$ cat src/rtl/block_average_pixelate_core_macros.svh
// assertion macros for the block average pixelate core
`ifndef BLOCK_AVERAGE_PIXELATE_CORE_MACROS_SVH
`define BLOCK_AVERAGE_PIXELATE_CORE_MACROS_SVH

// same-cycle implication, disabled during reset
`define BAP_ASSERT_IMP(label, clk, rst_n, ante, cons, msg) \
    label: assert property (@(posedge clk) disable iff (!rst_n) (ante) |-> (cons)) \
        else $error(msg);

// next-cycle implication, disabled during reset
`define BAP_ASSERT_NXT(label, clk, rst_n, ante, cons, msg) \
    label: assert property (@(posedge clk) disable iff (!rst_n) (ante) |=> (cons)) \
        else $error(msg);

`endif

$ cat src/rtl/bap_pkg.sv
// shared types, constants and tables of the block average pixelate core
package bap_pkg;

    localparam int MAX_WIDTH  = 4096;
    localparam int COL_W      = $clog2(MAX_WIDTH);
    localparam int MAX_BLOCK  = 16;
    localparam int BS_W       = $clog2(MAX_BLOCK);
    localparam int SUM_W      = 16;
    localparam int RECIP_SH   = 24;
    localparam int RECIP_W    = RECIP_SH + 1;
    localparam int PROD_W     = SUM_W + RECIP_W;
    localparam int FIFO_DEPTH = 8;
    localparam int FIFO_AW    = $clog2(FIFO_DEPTH);
    localparam int FIFO_CW    = FIFO_AW + 1;
    localparam int ADDR_W     = 4;

    localparam logic [1:0] REG_BLOCK_SIZE   = 2'd0;
    localparam logic [1:0] REG_IMAGE_WIDTH  = 2'd1;
    localparam logic [1:0] REG_IMAGE_HEIGHT = 2'd2;

    localparam logic [4:0]  RST_BLOCK_SIZE   = 5'd10;
    localparam logic [12:0] RST_IMAGE_WIDTH  = 13'd640;
    localparam logic [12:0] RST_IMAGE_HEIGHT = 13'd480;

    // ceil(2^24 / (k*k)) for block sizes 1..16, exact floor for sums below 2^16
    localparam logic [RECIP_W-1:0] RECIP_TAB [MAX_BLOCK] = '{
        RECIP_W'(((1 << RECIP_SH) +   1 - 1) /   1),
        RECIP_W'(((1 << RECIP_SH) +   4 - 1) /   4),
        RECIP_W'(((1 << RECIP_SH) +   9 - 1) /   9),
        RECIP_W'(((1 << RECIP_SH) +  16 - 1) /  16),
        RECIP_W'(((1 << RECIP_SH) +  25 - 1) /  25),
        RECIP_W'(((1 << RECIP_SH) +  36 - 1) /  36),
        RECIP_W'(((1 << RECIP_SH) +  49 - 1) /  49),
        RECIP_W'(((1 << RECIP_SH) +  64 - 1) /  64),
        RECIP_W'(((1 << RECIP_SH) +  81 - 1) /  81),
        RECIP_W'(((1 << RECIP_SH) + 100 - 1) / 100),
        RECIP_W'(((1 << RECIP_SH) + 121 - 1) / 121),
        RECIP_W'(((1 << RECIP_SH) + 144 - 1) / 144),
        RECIP_W'(((1 << RECIP_SH) + 169 - 1) / 169),
        RECIP_W'(((1 << RECIP_SH) + 196 - 1) / 196),
        RECIP_W'(((1 << RECIP_SH) + 225 - 1) / 225),
        RECIP_W'(((1 << RECIP_SH) + 256 - 1) / 256)
    };

    typedef struct packed {
        logic [BS_W-1:0]    bs_m1;
        logic [COL_W-1:0]   w_m1;
        logic [COL_W-1:0]   h_m1;
        logic [RECIP_W-1:0] recip;
        logic               restart;
    } t_cfg;

    typedef struct packed {
        logic [SUM_W-1:0] r;
        logic [SUM_W-1:0] g;
        logic [SUM_W-1:0] b;
    } t_sums;

    typedef struct packed {
        logic [COL_W-1:0] block_col;
        logic [COL_W-1:0] block_row;
        logic             done;
    } t_meta;

    typedef struct packed {
        t_meta      meta;
        logic [7:0] red;
        logic [7:0] green;
        logic [7:0] blue;
    } t_result;

    function automatic logic [BS_W-1:0] clamp_bs_m1(input logic [4:0] v);
        logic [BS_W-1:0] res;
        if (v == 5'd0) begin
            res = '0;
        end else if (v > 5'(MAX_BLOCK)) begin
            res = BS_W'(MAX_BLOCK - 1);
        end else begin
            res = BS_W'(v - 5'd1);
        end
        return res;
    endfunction

    function automatic logic [COL_W-1:0] clamp_dim_m1(input logic [12:0] v);
        logic [COL_W-1:0] res;
        if (v == 13'd0) begin
            res = '0;
        end else if (v > 13'(MAX_WIDTH)) begin
            res = COL_W'(MAX_WIDTH - 1);
        end else begin
            res = COL_W'(v - 13'd1);
        end
        return res;
    endfunction

endpackage

$ cat src/rtl/bap_recip_div.sv
// divides three block sums by the block area through a reciprocal multiply
module bap_recip_div (
    input  logic                        i_clk,
    input  logic                        i_rst_n,
    input  logic                        i_valid,
    input  bap_pkg::t_sums              i_sums,
    input  bap_pkg::t_meta              i_meta,
    input  logic [bap_pkg::RECIP_W-1:0] i_recip,
    output logic                        o_valid,
    output bap_pkg::t_result            o_result
);

    logic [bap_pkg::PROD_W-1:0] r_prod_r;
    logic [bap_pkg::PROD_W-1:0] r_prod_g;
    logic [bap_pkg::PROD_W-1:0] r_prod_b;
    bap_pkg::t_meta             r_meta;
    logic                       r_valid;

    always_ff @(posedge i_clk) begin
        if (!i_rst_n) begin
            r_valid <= 1'b0;
        end else begin
            r_valid <= i_valid;
        end
    end

    always_ff @(posedge i_clk) begin
        if (i_valid) begin
            r_prod_r <= bap_pkg::PROD_W'(i_sums.r) * bap_pkg::PROD_W'(i_recip);
            r_prod_g <= bap_pkg::PROD_W'(i_sums.g) * bap_pkg::PROD_W'(i_recip);
            r_prod_b <= bap_pkg::PROD_W'(i_sums.b) * bap_pkg::PROD_W'(i_recip);
            r_meta   <= i_meta;
        end
    end

    // quotient never exceeds 255, so the bits above are zero
    assign o_valid        = r_valid;
    assign o_result.meta  = r_meta;
    assign o_result.red   = r_prod_r[bap_pkg::RECIP_SH+7:bap_pkg::RECIP_SH];
    assign o_result.green = r_prod_g[bap_pkg::RECIP_SH+7:bap_pkg::RECIP_SH];
    assign o_result.blue  = r_prod_b[bap_pkg::RECIP_SH+7:bap_pkg::RECIP_SH];

endmodule

$ cat config.mk
export PLATFORM = sky130hd
export DESIGN_NAME = bap_recip_div
export DESIGN_NICKNAME = d
export VERILOG_FILES = /design/src/rtl/block_average_pixelate_core_macros.svh /design/src/rtl/bap_pkg.sv /design/src/rtl/bap_recip_div.sv
export SDC_FILE = /design/constraint.sdc
export NUM_CORES = 2
export LEC_CHECK = 0
export ABC_CLOCK_PERIOD_IN_PS = 7700
export BUFFER_PORTS_ARGS = -buffer_cell sky130_fd_sc_hd__buf_2
export CAP_MARGIN = 25
export CORE_MARGIN = 2
export CORE_UTILIZATION = 60
export CTS_BUF_LIST = sky130_fd_sc_hd__clkbuf_8
export DETAILED_ROUTE_END_ITERATION = 8
export PLACE_DENSITY = 0.78
export SLEW_MARGIN = 40
export SYNTH_ARGS = -nofsm -noshare
export SYNTH_HDL_FRONTEND = slang
export SYNTH_SLANG_ARGS = --single-unit
$ cat constraint.sdc
create_clock -name i_clk -period 7.7 [get_ports i_clk]
set_clock_uncertainty 0.15 [all_clocks]
set_input_delay 0.385 -clock i_clk [delete_from_list [all_inputs] [get_ports i_clk]]
set_output_delay 0.385 -clock i_clk [all_outputs]
set_load 0.005 [all_outputs]
## Word-level counts from Yosys, hierarchy flattened

Index checks and enable logic that the tools add are counted.

- Register bits: 122
- Bits of input ports: 101
- Output and inout port bits: 50

- Multipliers: 3

Operators by type and width:

| cell | number |
|---|---|
| multiplier 16 x 25 -> 32 bit | 3 |

## Depth between registers and ports, before layout

- Word-level depth: 1
- Gate-level depth with buffers: 23

## Worst setup path before layout

OpenSTA, ideal clock, no wires.

- Path type: input to register
- From: in i_recip[7] (netlist bit)
- To: reg r_prod_r[31] (netlist bit), data pin
- Arrival time: 6.083 ns
- Required time: 7.290 ns
- Slack: 1.207 ns
- Stages on the path: 23
- Path buffers: 2
- Path through: clkbuf_1 > clkbuf_1 > nand2_1 > fa_1 > inv_1 > fa_1 > inv_1 > fa_1 > inv_1 > fa_1 > fa_1 > inv_1 > fa_1 > inv_1 > ha_1 > a21oi_1 > o21ai_1 > a221o_1 > a311o_1 > o41ai_4 > o2111ai_2 > a21oi_2 > xnor2_1

- Word-level cells in the longest chain between the ends: 1

RTL lines:

| what | RTL line | source |
|---|---|---|
| start, declared | bap_recip_div.sv:8 | `input logic [bap_pkg::RECIP_W-1:0] i_recip,` |
| multiplier 16 x 25 -> 32 bit | bap_recip_div.sv:29 | `r_prod_r <= bap_pkg::PROD_W'(i_sums.r) * bap_pkg::PROD_W'(i_recip);` |
| end signal, assigned | bap_recip_div.sv:29 |  |
| end, declared | bap_recip_div.sv:13 | `logic [bap_pkg::PROD_W-1:0] r_prod_r;` |

No other way between the ends.
A chain may end at the register's enable or synchronous reset.

## Final worst setup path

- From: in i_recip[18] (netlist bit)
- To: reg r_prod_r[31] (netlist bit), data pin

Same word-level chain as after synthesis.

==> results.cfg <==
[placement]
dp_hpwl_um = 62000
post-place-ws_ns = 0.476
placedCellCount = 4315
portBuffers = 150
gp_congestion = 0.907
placed_area_um2 = 33800

[clock_tree]
clock_sinks = 50
cts.htree.levels = 2
cts_resized = 0
clk_pin_slew_ns = 0.11
root_buffer = clkbuf_8
cts_buffers = 5
clk_path_buf_depth = 2
cts_setup_buffers = 0
cts_hold_buffers = 0
cts_tree = done

[finish]
final_cell_count_no_fill = 4326
finalNetCount = 4798
final_layout_size_suffix_gt1_share_pct = 6.09
utilization_pct = 63.2
syn2layout_area_growth_pct = 4.38
final_cell_area_um2 = 33900

[timing]
drv_slew = 0
final-setup-viol-count = 0
fin_tns_setup_ns = 0
rsz0062_at_grt = no
post-route-min-period_ns = 6.96
max_freq_ghz = 0.144
hold_viol = 0
slew_headroom_pct = 46.7
final.setup.worst_slack_ns = 0.737
finalCritPeriodShare_pct = 90.4
tightest_slew_ns = 0.799

[critical_path]
crit_path_frequent_cell = fa_1
start_kind = input pin
worstPathRequired_ns = 7.66
cp_top_family = adder cells
critPathMaxStageDelay_ns = 0.60
crit_arrival_ns = 6.93
critPathCaptureType = register
worstPathMaxFanout = 23
critPathKind = input pin to register
crit_path_cell_trace = buf_2 > buf_4 > nand2_1 > fa_1 > inv_1 > fa_1 > fa_1 > fa_1 > fa_1 > inv_1 > fa_1 > inv_1 > ha_1 > nand4_1 > nor4_1 > nand3_1 > o211ai_1 > o41ai_4 > o2111ai_2 > a21oi_2 > xnor2_1
critical_path_buf_inv_count = 5
crit_path_top_delay_cell = nor4_1

[die]
top_level_ports = 151
die_h_um = 237
core_area_um2 = 53700
die_area_um2 = 56100
num_rows = 85
fp.dieW_um = 237
start_util_pct = 60.5

[synth]
synth_top_area_cell = fa_1
synth_most_common_cell = inv_1
syn-mean-instance-area_um2 = 9.00
syn_inst = 3612
yosys_most_used_dff = edfxtp_1
synth_edf_count = 49
ys_seq_area_share_pct = 4.59
yosys_warnings = 0
synth_top_cells_by_area = fa_1 53%, inv_1 11%, ha_1 8.3%
synth-simple-area-share_pct = 17.3
syn_nets = 4784
synth_top_area_share_pct = 52.6
synth_top_family_by_area = adder cells
yosysUniqueCellTypes = 45
syn-cell-area_um2 = 32500
synth_seq_cells = 50
yosys.area_share.adder_pct = 61.0
synth_xor_area_share_pct = 2.16
synthMuxAreaShare_pct = 0
synthArstFlopShare_pct = 0
synth_compound_area_share_pct = 1.99
synth_commonest_cells = 926 x inv_1, 855 x fa_1, 684 x nand2_1

[outcome]
status = finished clean

[grt]
grt_max_degree = 51
overflow = 0
gr-usage-all-layers_pct = 30.3
grt_pass1_wl_um = 133000
antenna_found_initial = 7
grt_pass1_vias = 25800

[routing]
postRouteAntennaNets = 0
first_pass_iters = 5
wirelength_um = 79400
drc = 0
drt-initial-drc-count = 1464
wl_per_cell_um = 18.3
viasPerCell = 5.41
routed-via-count = 23400

[power_and_ir_drop]
leakagePower_uw = 0.0173
powerDensity_nw_per_um2 = 473
peakVddDrop_v = 0.000658

[flow_run]
maxCapViolCount = 0

[hold_path]
min_path_type = input pin to register
min_from = i_meta[22]
min_to = o_result[46]
hold_depth = 1
## registers in the layout, summed over array words and instances (netlist names)
name      count
r_prod_b      8
r_prod_r      8
r_prod_g      8
o_valid       1
o_result     25
## layout make-up
cell class | instances | area [um^2]
clock buffers | 5 | 68.8
flip-flops and latches | 50 | 1490
repair buffers | 208 | 1190
fillers | 4490 | 19800
multi-input cells | 2435 | 26800
well taps | 696 | 871
inverters | 926 | 3480
clock inverters | 3 | 43.8
diodes | 3 | 7.51
## kinds of logic (layout without fill, tap and decap cells)
kind of cell,Yosys count,in the layout
compound gates,98,98
xor+xnor,80,80
fa+ha+maj,1071,1071
buf+inv,1127,1142
flops,50,50
other cells,0,3
simple gates,1186,1186
## cells in the final DEF (no fill, tap or decap), types with 5 or more instances in the layout
cell type | synthesis | routed
a21o_1 | 11 | 11
a21oi_1 | 36 | 36
and2_1 | 423 | 423
buf_2 | 0 | 150
buf_4 | 0 | 58
clkbuf_8 | 0 | 5
edfxtp_1 | 49 | 49
fa_1 | 855 | 855
ha_1 | 216 | 216
inv_1 | 926 | 926
nand2_1 | 684 | 684
nand3_1 | 20 | 20
nand4_1 | 13 | 13
nor2_1 | 24 | 24
nor3_1 | 7 | 7
o21ai_0 | 15 | 15
xnor2_1 | 58 | 58
xor2_1 | 22 | 22
## stage by stage
step                total power [uW]  hold WS [ns]
CTS                            16100        0.0286
finish                         16100        0.0435
detailed placement             15700         0.413
floorplan                      12300         0.334
global placement               15300         0.411
global route                   18400        0.0349
## where the power goes
part           total, uW  leakage (uW)  internal, uW  switching, uW
registers            861      0.000488           837           24.1
logic              15000        0.0168          6520           8450
clock network        225     0.0000585          98.1            127
total              16100        0.0173          7460           8600
## metal layers
metal	routed length (um)	global-route usage [%]
met5	27	0
met4	2610	9.82
met3	6150	4.23
met2	39400	51.1
met1	31100	41.0
## worst max path at each step
stage	slack [ns]	to	depth (start not counted)	start
after floorplan	1.21	r_prod_r[31]	23	i_recip[7]
after global routing	0.54	r_prod_r[31]	21	i_recip[18]
after CTS	0.86	r_prod_r[31]	21	i_recip[18]
after detailed placement	0.48	r_prod_r[31]	21	i_recip[18]
after global placement	0.50	r_prod_r[31]	21	i_recip[18]
final	0.74	r_prod_r[31]	21	i_recip[18]
No activity file was read; power rests on OpenSTA's default activity.
