--- config.mk ---
export PLATFORM = sky130hd
export DESIGN_NAME = bap_out_fifo
export DESIGN_NICKNAME = d
export VERILOG_FILES = /design/src/rtl/block_average_pixelate_core_macros.svh /design/src/rtl/bap_pkg.sv /design/src/rtl/bap_out_fifo.sv
export SDC_FILE = /design/constraint.sdc
export NUM_CORES = 1
export LEC_CHECK = 0
export BUFFER_PORTS_ARGS = -buffer_cell sky130_fd_sc_hd__buf_2
export CORE_MARGIN = 10
export CORE_UTILIZATION = 64
export DETAILED_ROUTE_END_ITERATION = 8
export GPL_TIMING_DRIVEN = 0
export PLACE_DENSITY = 0.94
export SYNTH_ARGS = -nofsm -noshare
export SYNTH_HDL_FRONTEND = slang
export SYNTH_SLANG_ARGS = --single-unit
--- constraint.sdc ---
create_clock -name i_clk -period 10.65 [get_ports i_clk]
set_clock_uncertainty 0.2 [all_clocks]
set_input_delay 2.13 -clock i_clk [delete_from_list [all_inputs] [get_ports i_clk]]
set_output_delay 2.13 -clock i_clk [all_outputs]
set_load 0.03 [all_outputs]
--- src/rtl/block_average_pixelate_core_macros.svh ---
// assertion macros for the block average pixelate core
`ifndef BLOCK_AVERAGE_PIXELATE_CORE_MACROS_SVH
`define BLOCK_AVERAGE_PIXELATE_CORE_MACROS_SVH

// same-cycle implication, disabled during reset
`define BAP_ASSERT_IMP(label, clk, rst_n, ante, cons, msg) \
    label: assert property (@(posedge clk) disable iff (!rst_n) (ante) |-> (cons)) \
        else $error(msg);

// next-cycle implication, disabled during reset
`define BAP_ASSERT_NXT(label, clk, rst_n, ante, cons, msg) \
    label: assert property (@(posedge clk) disable iff (!rst_n) (ante) |=> (cons)) \
        else $error(msg);

`endif

--- src/rtl/bap_pkg.sv ---
// shared types, constants and tables of the block average pixelate core
package bap_pkg;

    localparam int MAX_WIDTH  = 4096;
    localparam int COL_W      = $clog2(MAX_WIDTH);
    localparam int MAX_BLOCK  = 16;
    localparam int BS_W       = $clog2(MAX_BLOCK);
    localparam int SUM_W      = 16;
    localparam int RECIP_SH   = 24;
    localparam int RECIP_W    = RECIP_SH + 1;
    localparam int PROD_W     = SUM_W + RECIP_W;
    localparam int FIFO_DEPTH = 8;
    localparam int FIFO_AW    = $clog2(FIFO_DEPTH);
    localparam int FIFO_CW    = FIFO_AW + 1;
    localparam int ADDR_W     = 4;

    localparam logic [1:0] REG_BLOCK_SIZE   = 2'd0;
    localparam logic [1:0] REG_IMAGE_WIDTH  = 2'd1;
    localparam logic [1:0] REG_IMAGE_HEIGHT = 2'd2;

    localparam logic [4:0]  RST_BLOCK_SIZE   = 5'd10;
    localparam logic [12:0] RST_IMAGE_WIDTH  = 13'd640;
    localparam logic [12:0] RST_IMAGE_HEIGHT = 13'd480;

    // ceil(2^24 / (k*k)) for block sizes 1..16, exact floor for sums below 2^16
    localparam logic [RECIP_W-1:0] RECIP_TAB [MAX_BLOCK] = '{
        RECIP_W'(((1 << RECIP_SH) +   1 - 1) /   1),
        RECIP_W'(((1 << RECIP_SH) +   4 - 1) /   4),
        RECIP_W'(((1 << RECIP_SH) +   9 - 1) /   9),
        RECIP_W'(((1 << RECIP_SH) +  16 - 1) /  16),
        RECIP_W'(((1 << RECIP_SH) +  25 - 1) /  25),
        RECIP_W'(((1 << RECIP_SH) +  36 - 1) /  36),
        RECIP_W'(((1 << RECIP_SH) +  49 - 1) /  49),
        RECIP_W'(((1 << RECIP_SH) +  64 - 1) /  64),
        RECIP_W'(((1 << RECIP_SH) +  81 - 1) /  81),
        RECIP_W'(((1 << RECIP_SH) + 100 - 1) / 100),
        RECIP_W'(((1 << RECIP_SH) + 121 - 1) / 121),
        RECIP_W'(((1 << RECIP_SH) + 144 - 1) / 144),
        RECIP_W'(((1 << RECIP_SH) + 169 - 1) / 169),
        RECIP_W'(((1 << RECIP_SH) + 196 - 1) / 196),
        RECIP_W'(((1 << RECIP_SH) + 225 - 1) / 225),
        RECIP_W'(((1 << RECIP_SH) + 256 - 1) / 256)
    };

    typedef struct packed {
        logic [BS_W-1:0]    bs_m1;
        logic [COL_W-1:0]   w_m1;
        logic [COL_W-1:0]   h_m1;
        logic [RECIP_W-1:0] recip;
        logic               restart;
    } t_cfg;

    typedef struct packed {
        logic [SUM_W-1:0] r;
        logic [SUM_W-1:0] g;
        logic [SUM_W-1:0] b;
    } t_sums;

    typedef struct packed {
        logic [COL_W-1:0] block_col;
        logic [COL_W-1:0] block_row;
        logic             done;
    } t_meta;

    typedef struct packed {
        t_meta      meta;
        logic [7:0] red;
        logic [7:0] green;
        logic [7:0] blue;
    } t_result;

    function automatic logic [BS_W-1:0] clamp_bs_m1(input logic [4:0] v);
        logic [BS_W-1:0] res;
        if (v == 5'd0) begin
            res = '0;
        end else if (v > 5'(MAX_BLOCK)) begin
            res = BS_W'(MAX_BLOCK - 1);
        end else begin
            res = BS_W'(v - 5'd1);
        end
        return res;
    endfunction

    function automatic logic [COL_W-1:0] clamp_dim_m1(input logic [12:0] v);
        logic [COL_W-1:0] res;
        if (v == 13'd0) begin
            res = '0;
        end else if (v > 13'(MAX_WIDTH)) begin
            res = COL_W'(MAX_WIDTH - 1);
        end else begin
            res = COL_W'(v - 13'd1);
        end
        return res;
    endfunction

endpackage

--- src/rtl/bap_out_fifo.sv ---
// result queue between the datapath and the output channel
module bap_out_fifo (
    input  logic                        i_clk,
    input  logic                        i_rst_n,
    input  logic                        i_push,
    input  bap_pkg::t_result            i_data,
    input  logic                        i_pop,
    output logic                        o_valid,
    output bap_pkg::t_result            o_data,
    output logic [bap_pkg::FIFO_CW-1:0] o_count
);

    bap_pkg::t_result             r_buf [bap_pkg::FIFO_DEPTH];
    logic [bap_pkg::FIFO_AW-1:0]  r_wr_ptr;
    logic [bap_pkg::FIFO_AW-1:0]  r_rd_ptr;
    logic [bap_pkg::FIFO_CW-1:0]  r_count;
    logic                         w_pop;

    assign o_valid = (r_count != '0);
    assign w_pop   = i_pop & o_valid;
    assign o_data  = r_buf[r_rd_ptr];
    assign o_count = r_count;

    always_ff @(posedge i_clk) begin
        if (!i_rst_n) begin
            r_wr_ptr <= '0;
            r_rd_ptr <= '0;
            r_count  <= '0;
        end else begin
            if (i_push) begin
                r_wr_ptr <= r_wr_ptr + 1'b1;
            end
            if (w_pop) begin
                r_rd_ptr <= r_rd_ptr + 1'b1;
            end
            case ({i_push, w_pop})
                2'b10:   r_count <= r_count + 1'b1;
                2'b01:   r_count <= r_count - 1'b1;
                default: r_count <= r_count;
            endcase
        end
    end

    always_ff @(posedge i_clk) begin
        if (i_push) begin
            r_buf[r_wr_ptr] <= i_data;
        end
    end

endmodule

Word-level counts from Yosys, hierarchy flattened. Memory sizes are Yosys's and may differ from the RTL's. A register that Yosys moved wholly into a read port is not among the register bits. Index checks and enable logic that the tools add are counted. W data, S select, Z words.

Add/sub/neg operators: 4. Multiply operators: 0. Divide/modulo/power cells: 0. Order comparisons: 0. Equal/unequal tests: 2. Shift-type cells: 0. Mux-type cells: 5. Bitwise operators: 1. Reduce and logical (&&, ||, !) cells: 2.

Operator list (count): $pmux W4 S2 (1); $add A3 B1 Y3 const B (2); $mux W3 (2); $add A4 B1 Y4 const B (1); $reduce_bool A4 Y1 (1); $sub A4 B1 Y4 const B (1); $eq A2 B1 Y1 const B (1); $eq A2 B2 Y1 const B (1); $mux W1 (2); $reduce_bool A2 Y1 (1); $and A1 B1 Y1 (1).

Bits in registers: 10. Bits in latches: 0. Bits in writable memories: 392. Memory bits (read-only): 0. Input port bits: 53. Output and inout port bits: 54. Word-level logic and storage cells: 18. Memories kept: 1.

Memories: r_buf (depth 8, bits a word 49, rd ports 1, clocked after Yosys merged registers in 1, wr ports 1, RTL line bap_out_fifo.sv:13) `bap_pkg::t_result r_buf [bap_pkg::FIFO_DEPTH];`.

Logic depth before layout (Yosys ltp).
Depth after elaboration: 4. Depth in mapped cells: 10.

Worst setup path after synthesis. No wires, ideal clock.

Kind: input to register. From: input i_push. To: memory r_buf[0][0] in the netlist's numbering (enable). Library setup time: 0.516 ns. Arrival time: 5.570 ns. Required time: 9.934 ns. Path slack: 4.364 ns. Cell stages on the path: 2. Buffers on the path: 0. Path through: nand2b_1 nor3_1.

Word-level cells in the longest chain between the ends: 2.

Ends and longest elaborated chain: start, declared (RTL line bap_out_fifo.sv:5) `input logic i_push,`; $mux W1 (RTL line bap_out_fifo.sv:45) `if (i_push) begin`; $mux W1 (not written as such) (RTL line bap_out_fifo.sv:46) `r_buf[r_wr_ptr] <= i_data;`; end, declared (RTL line bap_out_fifo.sv:13).

No other way between the ends.

==> impl_metrics.env <==
export IMPL_status="finished clean"
export IMPL_std_cell_rows=56
export IMPL_p_leak_nw=5.825
export IMPL_synth_ff_type="edfxtp_1"
export IMPL_syn_num_nets=696
export IMPL_synth_warnings=0
export IMPL_max_slew_margin_pct=30.17
export IMPL_grt_max_degree=26
export IMPL_first_pass_iters=5
export IMPL_ys_top_cells_by_area="edfxtp_1 (77%), mux4_2 (14%), mux2_2 (3.7%), dfxtp_1 (1.7%), ha_1 (0.41%)"
export IMPL_hold_depth=2
export IMPL_crit_type="flop to output pin"
export IMPL_finalSetupViolCount=0
export IMPL_core_area_um2=23540
export IMPL_drv_slew=0
export IMPL_fin_util_pct=76.23
export IMPL_grt_ovfl_total=0
export IMPL_drtIter0Drc=870
export IMPL_drive_above_1_share_pct=42.05
export IMPL_grt_first_pass_wirelength_mm=50.40
export IMPL_tns_ns=0
export IMPL_antenna_found_initial=3
export IMPL_max_vdd_ir_drop_v=0.0001917
export IMPL_synth_edf_count=392
export IMPL_end_kind="output pin"
export IMPL_die_h_um=174.9
export IMPL_vias=7386
export IMPL_syn_to_final_growth_pct=16.84
export IMPL_port_buffers=106
export IMPL_ys_seq_area_share_pct=78.33
export IMPL_drt_total_wl_mm=33.53
export IMPL_grt_pass1_vias=8018
export IMPL_worst_slew_pin_slew_ns=1.042
export IMPL_yosysTopAreaCellShare_pct=76.63
export IMPL_cp_max_fo=10
export IMPL_r2r_end="o_count[2]$_SDFFE_PN0P_"
export IMPL_critPathArrivalTime_ns=2.64
export IMPL_clock_sinks=405
export IMPL_ys_top_cells_by_count="edfxtp_1 (392), mux4_2 (98), mux2_2 (50)"
export IMPL_io_pins=107
export IMPL_crit_top_cell="buf_2"
export IMPL_worstReg2RegStart="o_count[1]$_SDFFE_PN0P_"
export IMPL_grt_usage_pct=22.04
export IMPL_nFillCells=1231
export IMPL_hpwl_mm=20.50
export IMPL_reg2reg_slack_ns=7.79
export IMPL_cts_tree="yes"
export IMPL_fmaxAchievable_mhz=201.3
export IMPL_worstPathCellList="buf_2 -> clkbuf_1 -> mux4_2 -> mux2_2 -> buf_2"
export IMPL_ant_nets=0
export IMPL_ys_types=28
export IMPL_cpPeakStageDelay_ns=0.65
export IMPL_finalCritPeriodShare_pct=46.65
export IMPL_avgSynthCellArea_um2=24.08
export IMPL_cts_hold_buf=0
export IMPL_multi_input_area_um2=3197
export IMPL_clk_latency_ns=0.52
export IMPL_synth_seq_cells=405
export IMPL_min_to="o_count[3]$_SDFFE_PN0P_"
export IMPL_synth_area_leader_cell="edfxtp_1"
export IMPL_fin_nets=865
export IMPL_die_area_um2=30600
export IMPL_fin_ws_ns=5.681
export IMPL_ctsRootBufferMaster="clkbuf_16"
export IMPL_cts_resized=0
export IMPL_clockBufferDepth=3
export IMPL_maxCapViolations=0
export IMPL_r2r_cells=10
export IMPL_start_util_pct=65.25
export IMPL_crit_required_ns=8.32
export IMPL_powerDensity_nw_per_um2=225.5
export IMPL_drc_errors=0
export IMPL_fp_dieW_um=174.9
export IMPL_crit_path_top_delay_cell="clkbuf_1"
export IMPL_cts_made_buffers=40
export IMPL_synth_cells=638
export IMPL_regArea_um2=12030
export IMPL_rsz0062_at_grt="false"
export IMPL_clk_pin_slew_ns=0.06
export IMPL_synth_area_um2=15360
export IMPL_routed_via_density=6.384
export IMPL_h_tree_depth=2
export IMPL_post_cts_buffers=0
export IMPL_worstSetupStartpointType="flop"
export IMPL_wl_per_cell_um=28.98
export IMPL_place_ws_ns=6.050
export IMPL_holdCritPathClass="flop to flop"
export IMPL_yosysMostFrequentCell="edfxtp_1"
export IMPL_final_hold_violation_count=0
export IMPL_async_flop_share_pct=0
export IMPL_fin_crit_ns=4.969
export IMPL_routabilityCongestion=0.7317
export IMPL_holdCritStartpoint="o_count[3]$_SDFFE_PN0P_"
-- flip-flops by register name, summed over array words and instances (netlist names), named ones only --
register	flops
r_wr_ptr	3
r_rd_ptr	3
o_count	4
r_buf	392
-- per-layer routing --
layer  share of wire [%]  wire (um)  GRT usage, %
met2                  53      17620         37.29
met3                 7.1       2384         4.635
met4                 2.1        713         6.641
met1                  38      12790         28.41
met5               0.078         26             0
-- where the power goes --
group | switching, W | total (W) | internal, W
logic | 0.000481 | 0.000860 | 0.000378
clock network | 0.000560 | 0.00136 | 0.000803
registers | 0.0000260 | 0.00182 | 0.00180
-- cell type report --
type / instances / area share (%)
sequential: 405 / 67.04
multi-input combinational: 202 / 17.81
clock buffer: 52 / 5.947
timing repair buffer: 127 / 4.852
tap: 319 / 2.224
clock inverter: 20 / 1.067
buffer: 29 / 1.004
inverter: 2 / 0.04183
antenna: 1 / 0.01394
-- worst max-delay path: cells and delay by family (launching register included) --
kind / cells / cell delay, ns
buffers and inverters: 3 / 1.06
DFF: 1 / 0.32
muxes: 2 / 0.74
-- logic make-up after synthesis --
kind of cell,share of synthesized area (%)
DFF,78.33
muxes,18.23
and+or+nand+nor,1.140
buffers and inverters,1.222
xor gates and xnor gates,0.3991
AOI/OAI and AO/OA,0.2769
adders and majority gates,0.4073
-- worst max-delay path by stage --
| stage | start | to | cells past startpoint |
|---|---|---|---|
| floorplan | i_push | r_buf[0][0]$_DFFE_PP_ | 2 |
| global placement | i_push | r_buf[4][40]$_DFFE_PP_ | 3 |
| detailed placement | i_push | r_buf[4][40]$_DFFE_PP_ | 7 |
| CTS | flop | o_data[31] | 5 |
| global route | flop | o_data[31] | 5 |
| finish | flop | o_data[31] | 5 |
-- through the flow --
stage          hold slack, ns  power (W)  instances  instance area (um^2)
2_1_floorplan          0.2667   0.002480        638                 15360
4_1_cts                0.2929   0.004075       1156                 17940
6_report               0.2953   0.004047       1157                 17950
3_3_place_gp           0.2619   0.002673       1063                 16290
3_5_place_dp           0.2846   0.002721       1084                 16690
5_1_grt                0.3199   0.004180       1156                 17940
-- layout by cell type (no fill, tap or decap), types with 3 or more instances in the layout --
| cell type | n |
|---|---|
| mux2i_1 | 3 |
| buf_12 | 12 |
| edfxtp_1 | 392 |
| clkinv_2 | 6 |
| mux4_2 | 98 |
| mux2_2 | 50 |
| clkbuf_16 | 41 |
| xor2_1 | 3 |
| nor2_4 | 6 |
| nand2b_1 | 4 |
| nand2_1 | 7 |
| clkbuf_1 | 24 |
| bufinv_16 | 4 |
| dfxtp_1 | 13 |
| buf_6 | 9 |
| xnor2_1 | 4 |
| ha_1 | 5 |
| and2_1 | 6 |
| buf_2 | 118 |
| clkinv_1 | 9 |
Note: power is estimated with default switching activity, not from simulation.
