## src/rtl/block_average_pixelate_core_macros.svh

```systemverilog
// assertion macros for the block average pixelate core
`ifndef BLOCK_AVERAGE_PIXELATE_CORE_MACROS_SVH
`define BLOCK_AVERAGE_PIXELATE_CORE_MACROS_SVH

// same-cycle implication, disabled during reset
`define BAP_ASSERT_IMP(label, clk, rst_n, ante, cons, msg) \
    label: assert property (@(posedge clk) disable iff (!rst_n) (ante) |-> (cons)) \
        else $error(msg);

// next-cycle implication, disabled during reset
`define BAP_ASSERT_NXT(label, clk, rst_n, ante, cons, msg) \
    label: assert property (@(posedge clk) disable iff (!rst_n) (ante) |=> (cons)) \
        else $error(msg);

`endif

```

## src/rtl/bap_pkg.sv

```systemverilog
// shared types, constants and tables of the block average pixelate core
package bap_pkg;

    localparam int MAX_WIDTH  = 4096;
    localparam int COL_W      = $clog2(MAX_WIDTH);
    localparam int MAX_BLOCK  = 16;
    localparam int BS_W       = $clog2(MAX_BLOCK);
    localparam int SUM_W      = 16;
    localparam int RECIP_SH   = 24;
    localparam int RECIP_W    = RECIP_SH + 1;
    localparam int PROD_W     = SUM_W + RECIP_W;
    localparam int FIFO_DEPTH = 8;
    localparam int FIFO_AW    = $clog2(FIFO_DEPTH);
    localparam int FIFO_CW    = FIFO_AW + 1;
    localparam int ADDR_W     = 4;

    localparam logic [1:0] REG_BLOCK_SIZE   = 2'd0;
    localparam logic [1:0] REG_IMAGE_WIDTH  = 2'd1;
    localparam logic [1:0] REG_IMAGE_HEIGHT = 2'd2;

    localparam logic [4:0]  RST_BLOCK_SIZE   = 5'd10;
    localparam logic [12:0] RST_IMAGE_WIDTH  = 13'd640;
    localparam logic [12:0] RST_IMAGE_HEIGHT = 13'd480;

    // ceil(2^24 / (k*k)) for block sizes 1..16, exact floor for sums below 2^16
    localparam logic [RECIP_W-1:0] RECIP_TAB [MAX_BLOCK] = '{
        RECIP_W'(((1 << RECIP_SH) +   1 - 1) /   1),
        RECIP_W'(((1 << RECIP_SH) +   4 - 1) /   4),
        RECIP_W'(((1 << RECIP_SH) +   9 - 1) /   9),
        RECIP_W'(((1 << RECIP_SH) +  16 - 1) /  16),
        RECIP_W'(((1 << RECIP_SH) +  25 - 1) /  25),
        RECIP_W'(((1 << RECIP_SH) +  36 - 1) /  36),
        RECIP_W'(((1 << RECIP_SH) +  49 - 1) /  49),
        RECIP_W'(((1 << RECIP_SH) +  64 - 1) /  64),
        RECIP_W'(((1 << RECIP_SH) +  81 - 1) /  81),
        RECIP_W'(((1 << RECIP_SH) + 100 - 1) / 100),
        RECIP_W'(((1 << RECIP_SH) + 121 - 1) / 121),
        RECIP_W'(((1 << RECIP_SH) + 144 - 1) / 144),
        RECIP_W'(((1 << RECIP_SH) + 169 - 1) / 169),
        RECIP_W'(((1 << RECIP_SH) + 196 - 1) / 196),
        RECIP_W'(((1 << RECIP_SH) + 225 - 1) / 225),
        RECIP_W'(((1 << RECIP_SH) + 256 - 1) / 256)
    };

    typedef struct packed {
        logic [BS_W-1:0]    bs_m1;
        logic [COL_W-1:0]   w_m1;
        logic [COL_W-1:0]   h_m1;
        logic [RECIP_W-1:0] recip;
        logic               restart;
    } t_cfg;

    typedef struct packed {
        logic [SUM_W-1:0] r;
        logic [SUM_W-1:0] g;
        logic [SUM_W-1:0] b;
    } t_sums;

    typedef struct packed {
        logic [COL_W-1:0] block_col;
        logic [COL_W-1:0] block_row;
        logic             done;
    } t_meta;

    typedef struct packed {
        t_meta      meta;
        logic [7:0] red;
        logic [7:0] green;
        logic [7:0] blue;
    } t_result;

    function automatic logic [BS_W-1:0] clamp_bs_m1(input logic [4:0] v);
        logic [BS_W-1:0] res;
        if (v == 5'd0) begin
            res = '0;
        end else if (v > 5'(MAX_BLOCK)) begin
            res = BS_W'(MAX_BLOCK - 1);
        end else begin
            res = BS_W'(v - 5'd1);
        end
        return res;
    endfunction

    function automatic logic [COL_W-1:0] clamp_dim_m1(input logic [12:0] v);
        logic [COL_W-1:0] res;
        if (v == 13'd0) begin
            res = '0;
        end else if (v > 13'(MAX_WIDTH)) begin
            res = COL_W'(MAX_WIDTH - 1);
        end else begin
            res = COL_W'(v - 13'd1);
        end
        return res;
    endfunction

endpackage

```

## src/rtl/bap_cfg_regs.sv

```systemverilog
// configuration registers with apb-style access and derived geometry
module bap_cfg_regs (
    input  logic                       i_clk,
    input  logic                       i_rst_n,
    input  logic                       psel,
    input  logic                       penable,
    input  logic                       pwrite,
    input  logic [bap_pkg::ADDR_W-1:0] paddr,
    input  logic [31:0]                pwdata,
    output logic [31:0]                prdata,
    output logic                       pready,
    output bap_pkg::t_cfg              o_cfg
);

    logic [4:0]  r_block_size;
    logic [12:0] r_image_width;
    logic [12:0] r_image_height;
    logic        w_wr;
    logic        w_hit;
    logic [1:0]  w_idx;

    assign pready = 1'b1;
    assign w_wr   = psel & penable & pwrite;
    assign w_idx  = paddr[3:2];

    always_comb begin
        case (w_idx)
            bap_pkg::REG_BLOCK_SIZE,
            bap_pkg::REG_IMAGE_WIDTH,
            bap_pkg::REG_IMAGE_HEIGHT: w_hit = w_wr;
            default:                   w_hit = 1'b0;
        endcase
    end

    always_ff @(posedge i_clk) begin
        if (!i_rst_n) begin
            r_block_size   <= bap_pkg::RST_BLOCK_SIZE;
            r_image_width  <= bap_pkg::RST_IMAGE_WIDTH;
            r_image_height <= bap_pkg::RST_IMAGE_HEIGHT;
        end else if (w_wr) begin
            case (w_idx)
                bap_pkg::REG_BLOCK_SIZE:   r_block_size   <= pwdata[4:0];
                bap_pkg::REG_IMAGE_WIDTH:  r_image_width  <= pwdata[12:0];
                bap_pkg::REG_IMAGE_HEIGHT: r_image_height <= pwdata[12:0];
                default: ;
            endcase
        end
    end

    always_comb begin
        case (w_idx)
            bap_pkg::REG_BLOCK_SIZE:   prdata = 32'(r_block_size);
            bap_pkg::REG_IMAGE_WIDTH:  prdata = 32'(r_image_width);
            bap_pkg::REG_IMAGE_HEIGHT: prdata = 32'(r_image_height);
            default:                   prdata = '0;
        endcase
    end

    always_comb begin
        o_cfg.bs_m1   = bap_pkg::clamp_bs_m1(r_block_size);
        o_cfg.w_m1    = bap_pkg::clamp_dim_m1(r_image_width);
        o_cfg.h_m1    = bap_pkg::clamp_dim_m1(r_image_height);
        o_cfg.recip   = bap_pkg::RECIP_TAB[o_cfg.bs_m1];
        o_cfg.restart = w_hit;
    end

endmodule

```

## config.mk

```make
export PLATFORM = sky130hd
export DESIGN_NAME = bap_cfg_regs
export DESIGN_NICKNAME = d
export VERILOG_FILES = /design/src/rtl/block_average_pixelate_core_macros.svh /design/src/rtl/bap_pkg.sv /design/src/rtl/bap_cfg_regs.sv
export SDC_FILE = /design/constraint.sdc
export NUM_CORES = 1
export LEC_CHECK = 0
export ABC_AREA = 1
export BUFFER_PORTS_ARGS = -buffer_cell sky130_fd_sc_hd__buf_2
export CAP_MARGIN = 20
export CORE_ASPECT_RATIO = 1.25
export CORE_UTILIZATION = 43
export CTS_BUF_LIST = sky130_fd_sc_hd__clkbuf_8 sky130_fd_sc_hd__clkbuf_16
export DETAILED_ROUTE_END_ITERATION = 6
export PLACE_DENSITY = 0.73
export SLEW_MARGIN = 5
export SYNTH_ARGS = -nofsm -noshare
export SYNTH_HDL_FRONTEND = slang
export SYNTH_SLANG_ARGS = --single-unit
```

## constraint.sdc

```tcl
create_clock -name i_clk -period 1.7 [get_ports i_clk]
set_input_delay 0.17 -clock i_clk [delete_from_list [all_inputs] [get_ports i_clk]]
set_output_delay 0.17 -clock i_clk [all_outputs]
set_load 0.01 [all_outputs]
```

# ---- After elaboration in Yosys (flattened, before gate mapping)
# Memories as Yosys holds them, arrays and structs flattened.
# Index checks and enable logic that the tools add are counted.
dict set report totals {
  register_bits 31
  latch_bits 0
  mem_bits_rw 0
  romBits 400
  inputBits 41
  output_inout_bits 87
  elab_cells 34
  mem_count 1
}
# memory words word_bits rd rd_clocked_by_memory_dff write_ports line_no
set memory_table {}
lappend memory_table {{(no name shown)} 16 25 1 0 0 bap_cfg_regs.sv:63} ;# o_cfg.recip = bap_pkg::RECIP_TAB[o_cfg.bs_m1];
dict set report classes {
  add_sub_neg 3
  multipliers 0
  div 0
  magnitude_cmp 4
  eq_ne 2
  shifts 0
  mux 10
  n_bitwise 3
  reduce_logical 8
}
# operator count
set op_table {}
lappend op_table {{2-to-1 mux 25 bit} 2}
lappend op_table {{2-to-1 mux 12 bit} 4}
lappend op_table {{case mux 13 bit (3 select lines)} 1}
lappend op_table {{> comparator 13 bit (second input constant)} 2}
lappend op_table {{zero test 13 bit} 2}
lappend op_table {{subtractor 12 x 1 -> 12 bit (second input constant)} 2}
lappend op_table {{2-to-1 mux 4 bit} 2}
lappend op_table {{AND reduction 2 bit} 3}
lappend op_table {{greater-or-equal comparator 5 bit (second input constant)} 1}
lappend op_table {{> comparator 5 bit (second input constant)} 1}
lappend op_table {{zero test 5 bit} 1}
lappend op_table {{inverter 4 -> 5 bit} 1}
lappend op_table {{subtractor 4 x 1 -> 4 bit (second input constant)} 1}
lappend op_table {{OR reduction 3 bit} 1}
lappend op_table {{bitwise AND 1 bit} 2}
lappend op_table {{== test 2 x 1 -> 1 bit (second input constant)} 1}
lappend op_table {{== test 2 bit (second input constant)} 1}
lappend op_table {{zero test 2 bit} 1}
lappend op_table {{2-to-1 mux 1 bit} 1}

# ---- Longest topological paths before layout
dict set report depth {
  ltp_word 7
  ltp_mapped 12
}

# ---- Worst setup path before layout
# No wires, ideal clock.
dict set report synth_timing {
  kind {register to output}
  start {reg r_block_size[0]}
  end {out o_cfg[16] (netlist bit)}
  t_arrival_ns 1.464
  path_slack_ns 0.066
  path_stages_with_launch 11
  path_cell_list {dfxtp_1 > inv_1 > ha_1 > nand2_2 > nand2_4 > nand2_4 > nand2_4 > inv_2 > nand2_1 > nand2_1 > nor2_1}
}
# item line_no
set synth_lines {}
lappend synth_lines {{start: declaration} bap_cfg_regs.sv:15} ;# logic [4:0] r_block_size;
lappend synth_lines {{start signal: assignment} bap_cfg_regs.sv:37} ;# r_block_size <= bap_pkg::RST_BLOCK_SIZE;
lappend synth_lines {{start signal: assignment} bap_cfg_regs.sv:42} ;# bap_pkg::REG_BLOCK_SIZE: r_block_size <= pwdata[4:0];
lappend synth_lines {{end: declaration} bap_cfg_regs.sv:12} ;# output bap_pkg::t_cfg o_cfg

==> summary.txt <==
Setup path
  – Cell family with most CP delay: simple AND/OR/NAND/NOR gates
  – Critical Path RT: 1530 ps
  – Crit Reg-Reg Startpoint: r_image_width[12]
  – Worst reg2reg endpoint: r_image_width[12]
  – Startpoint types: register
  – Crit path arrival time: 1900 ps
  – Crit-path cells: nor2_4, nand2_4, nand2_4, buf_12, nand4_1, buf_4, nand2_1, nand2_1, o21ai_1, buf_2
  – Path depth of the worst reg2reg path: 2
  – Flop2flop setup slack: 660 ps
  – Setup crit start: r_block_size[2]
  – Buf/Inv on CP: 3
  – WS Path Type: register to primary output
  – Slowest cell delay on critical path: 370 ps
  – CP max stage cell: dfxtp_1
  – CP Max Fanout: 4
  – Critical Path End Type: primary output

Global route
  – Largest net degree at the start of global routing: 32
  – Gr usage total: 0.2631
  – Global-route wire length before repair: 13,810 um
  – GRT Residual Overflow: 0
  – Vias in the first global route: 3,059
  – Initial antenna violation count: 0

Routing
  – Detailed-route via count: 3,427
  – Initial DRC count: 172
  – WL/cell: 15.09 um
  – Final wirelength: 9597 um
  – Pre-antenna DRT Iters: 4
  – Post-route ant nets: 0
  – Drt drc: 0
  – Via density: 5.388

CTS
  – CTS tree: done
  – Clock latency on the worst-skew pair: 280 ps
  – CTS buffer count: 5
  – Worst-path clk slew: 60 ps
  – Clock Sinks: 31
  – H-tree depth: 2
  – CTS root buf: clkbuf_8
  – Clock Path Buffers: 2

Yosys
  – Top post-synthesis cells by area: dfxtp_1, nand2_1, inv_1
  – Cell count after synthesis: 419
  – Yosys cell types: 35
  – Post-Syn Area per Cell: 6.349 um2
  – Mapped Area: 2660 um2
  – Yosys top cell area share: 0.2333
  – Synthesized flop and latch total: 31
  – Sequential-to-total area share from yosys stat: 0.2333
  – Synth area leader: dfxtp_1
  – Synth Warn #: 0

STA
  – Clk_skew: 0 ps
  – Max-slew violations: 0
  – Worst-margin pin slew: 579.8 ps
  – Final setup TNS: -7899 ps
  – Max Freq: 482.5 MHz
  – Tmin final: 2072 ps
  – Count of final setup violators: 47
  – Slack of the critical path: -372.4 ps
  – Slew headroom: 0.6129
  – Unrepaired setup endpoints after global routing: true
  – Final Hold Fails: 0
  – Final period util: 1.219

Pwr
  – Switching power: 665.1 uW
  – Max IR drop VDD: 0.3575 mV
  – Clock share of power: 0.347
  – Logic gate share of total power: 0.293
  – Flop pwr share: 0.359
  – Switching share of power: 0.3114
  – Lkg Pwr: 2.012 nW
  – Final Power: 2.135 mW
  – Cell Pwr Density: 513.9 nW/um2
  – Internal power: 1.470 mW

Run status
  – Status: finished, violations left
  – Violated checks: negative setup slack

Layout
  – Layout cells sized above 1: 0.5000
  – Most frequent cells in the layout: buf_2, nand2_1, buf_4, inv_1, a21oi_1
  – Ant diodes: 0
  – Layout area overhead: 56.21%
  – Design area: 4155 um2
  – Fin nets: 600
  – Commonest non-fill, non-tap cell in the layout: buf_2
  – Util after Layout: 0.7048

Worst hold path
  – Worst hold path class: primary input to register
  – Endpoint, Worst Hold: r_image_width[9]
  – Hold_sp: pwdata[9]
  – Hold Path Cell Cnt: 3

Placed design
  – Port Buffers: 84
  – Hpwl dp: 5551 um
  – GP Congestion: 0.9207
  – Post-DP Area: 3166 um2

Flow run
  – Max Cap Viol: 0

Floorplanning
  – Core ar.: 5896 um2
  – Ports: 128
  – Row Count: 31
  – Die area: 6507 um2
  – Starting Density: 0.4512
  – Chip height: 89.94 um
  – Die width: 72.35 um
==> stage by stage <==
| stage | hold slack [ps] | instances | worst slack, ps |
|---|---|---|---|
| 2_1_floorplan | 300.4 | 439 | 66.35 |
| 3_3_place_gp | 415.9 | 591 | 13.96 |
| 3_5_place_dp | 413.1 | 591 | -36.88 |
| 4_1_cts | 125.6 | 624 | -193.9 |
| 5_1_grt | 133.2 | 636 | -401.1 |
| 6_report | 131.8 | 636 | -372.4 |
==> what timing repair did <==
| action | in CTS | in global routing |
|---|---|---|
| buffers inserted | 21 | 11 |
| endpoints found under the setup margin | 49 | 49 |
| pin swaps | 39 | 25 |
| gates resized for setup | 113 | 52 |
| gates cloned | 5 | 1 |
| hold buffers | 0 | 0 |
==> synth_stat cells <==
cell	n
nand2_1	86
inv_1	51
nor2_1	35
a21oi_1	33
dfxtp_1	31
o21ai_0	31
nand3_1	26
buf_4	25
a31oi_1	8
inv_2	8
nand4_1	8
o211ai_1	8
o22ai_1	8
nand2_2	7
ha_1	6
o221ai_1	5
clkbuf_1	4
nand2_4	4
nand3_2	4
xor2_1	4
nor2_2	3
nor2_4	3
nor3_1	3
o21ai_1	3
buf_2	2
buf_6	2
conb_1	2
nor3_2	2
a21oi_2	1
nand3_4	1
nand3b_1	1
nor2_8	1
nor4_1	1
or2_2	1
xnor2_1	1
==> per-layer routing <==
| layer | vias up | global-route usage | part of all wire |
|---|---|---|---|
| met1 | 1572 | 0.2856 | 0.37 |
| met5 | - | 0 | 0 |
| met2 | 192 | 0.4821 | 0.53 |
| met3 | 48 | 0.03251 | 0.054 |
| li1 | 1615 | - | - |
| met4 | 0 | 0.1373 | 0.051 |
==> worst min-delay path, stage by stage <==
cell	delay, ps
buf_2	90
nand2_1	50
o211ai_1	70
==> logic make-up after synthesis <==
family | Yosys count | share of synthesized area
flip-flops | 31 | 0.2333
XOR/XNOR | 5 | 0.01646
other | 2 | 0.002823
adder cells (fa/ha/maj) | 6 | 0.02822
AND/OR/NAND/NOR | 186 | 0.3415
buffers and inverters | 92 | 0.1717
AO/OA/AOI/OAI | 97 | 0.2060
==> worst max-delay path by stage <==
stage / endpoint / cells after the start
floorplan: o_cfg[16] / 10
global placement: o_cfg[15] / 9
detailed placement: o_cfg[16] / 10
CTS: o_cfg[9] / 12
global route: o_cfg[13] / 11
finish: o_cfg[13] / 10
==> flip-flops by register name (all words and copies together), names as in the netlist <==
register and count:
r_block_size 5, r_image_height 13, r_image_width 13
==> power groups by stage <==
stage / Sequential [mW] / Combinational (mW) / Clock [mW]
finish: 0.767 / 0.626 / 0.742
global route: 0.769 / 0.672 / 0.786
CTS: 0.763 / 0.544 / 0.748
detailed placement: 0.771 / 0.470 / 0
global placement: 0.771 / 0.466 / 0
floorplan: 0.770 / 0.335 / 0
==> area by class of cell <==
class / instances / area (um2)
Timing Repair Buffer: 134 / 860.8
Clock inverter: 2 / 35.03
Inverter: 59 / 251.5
Sequential cell: 31 / 640.6
Multi-Input combinational cell: 322 / 2182
Tap cell: 82 / 102.6
Clock buffer: 6 / 82.58
Fill cell: 460 / 1740
Note: power is estimated with default switching activity, not from simulation.
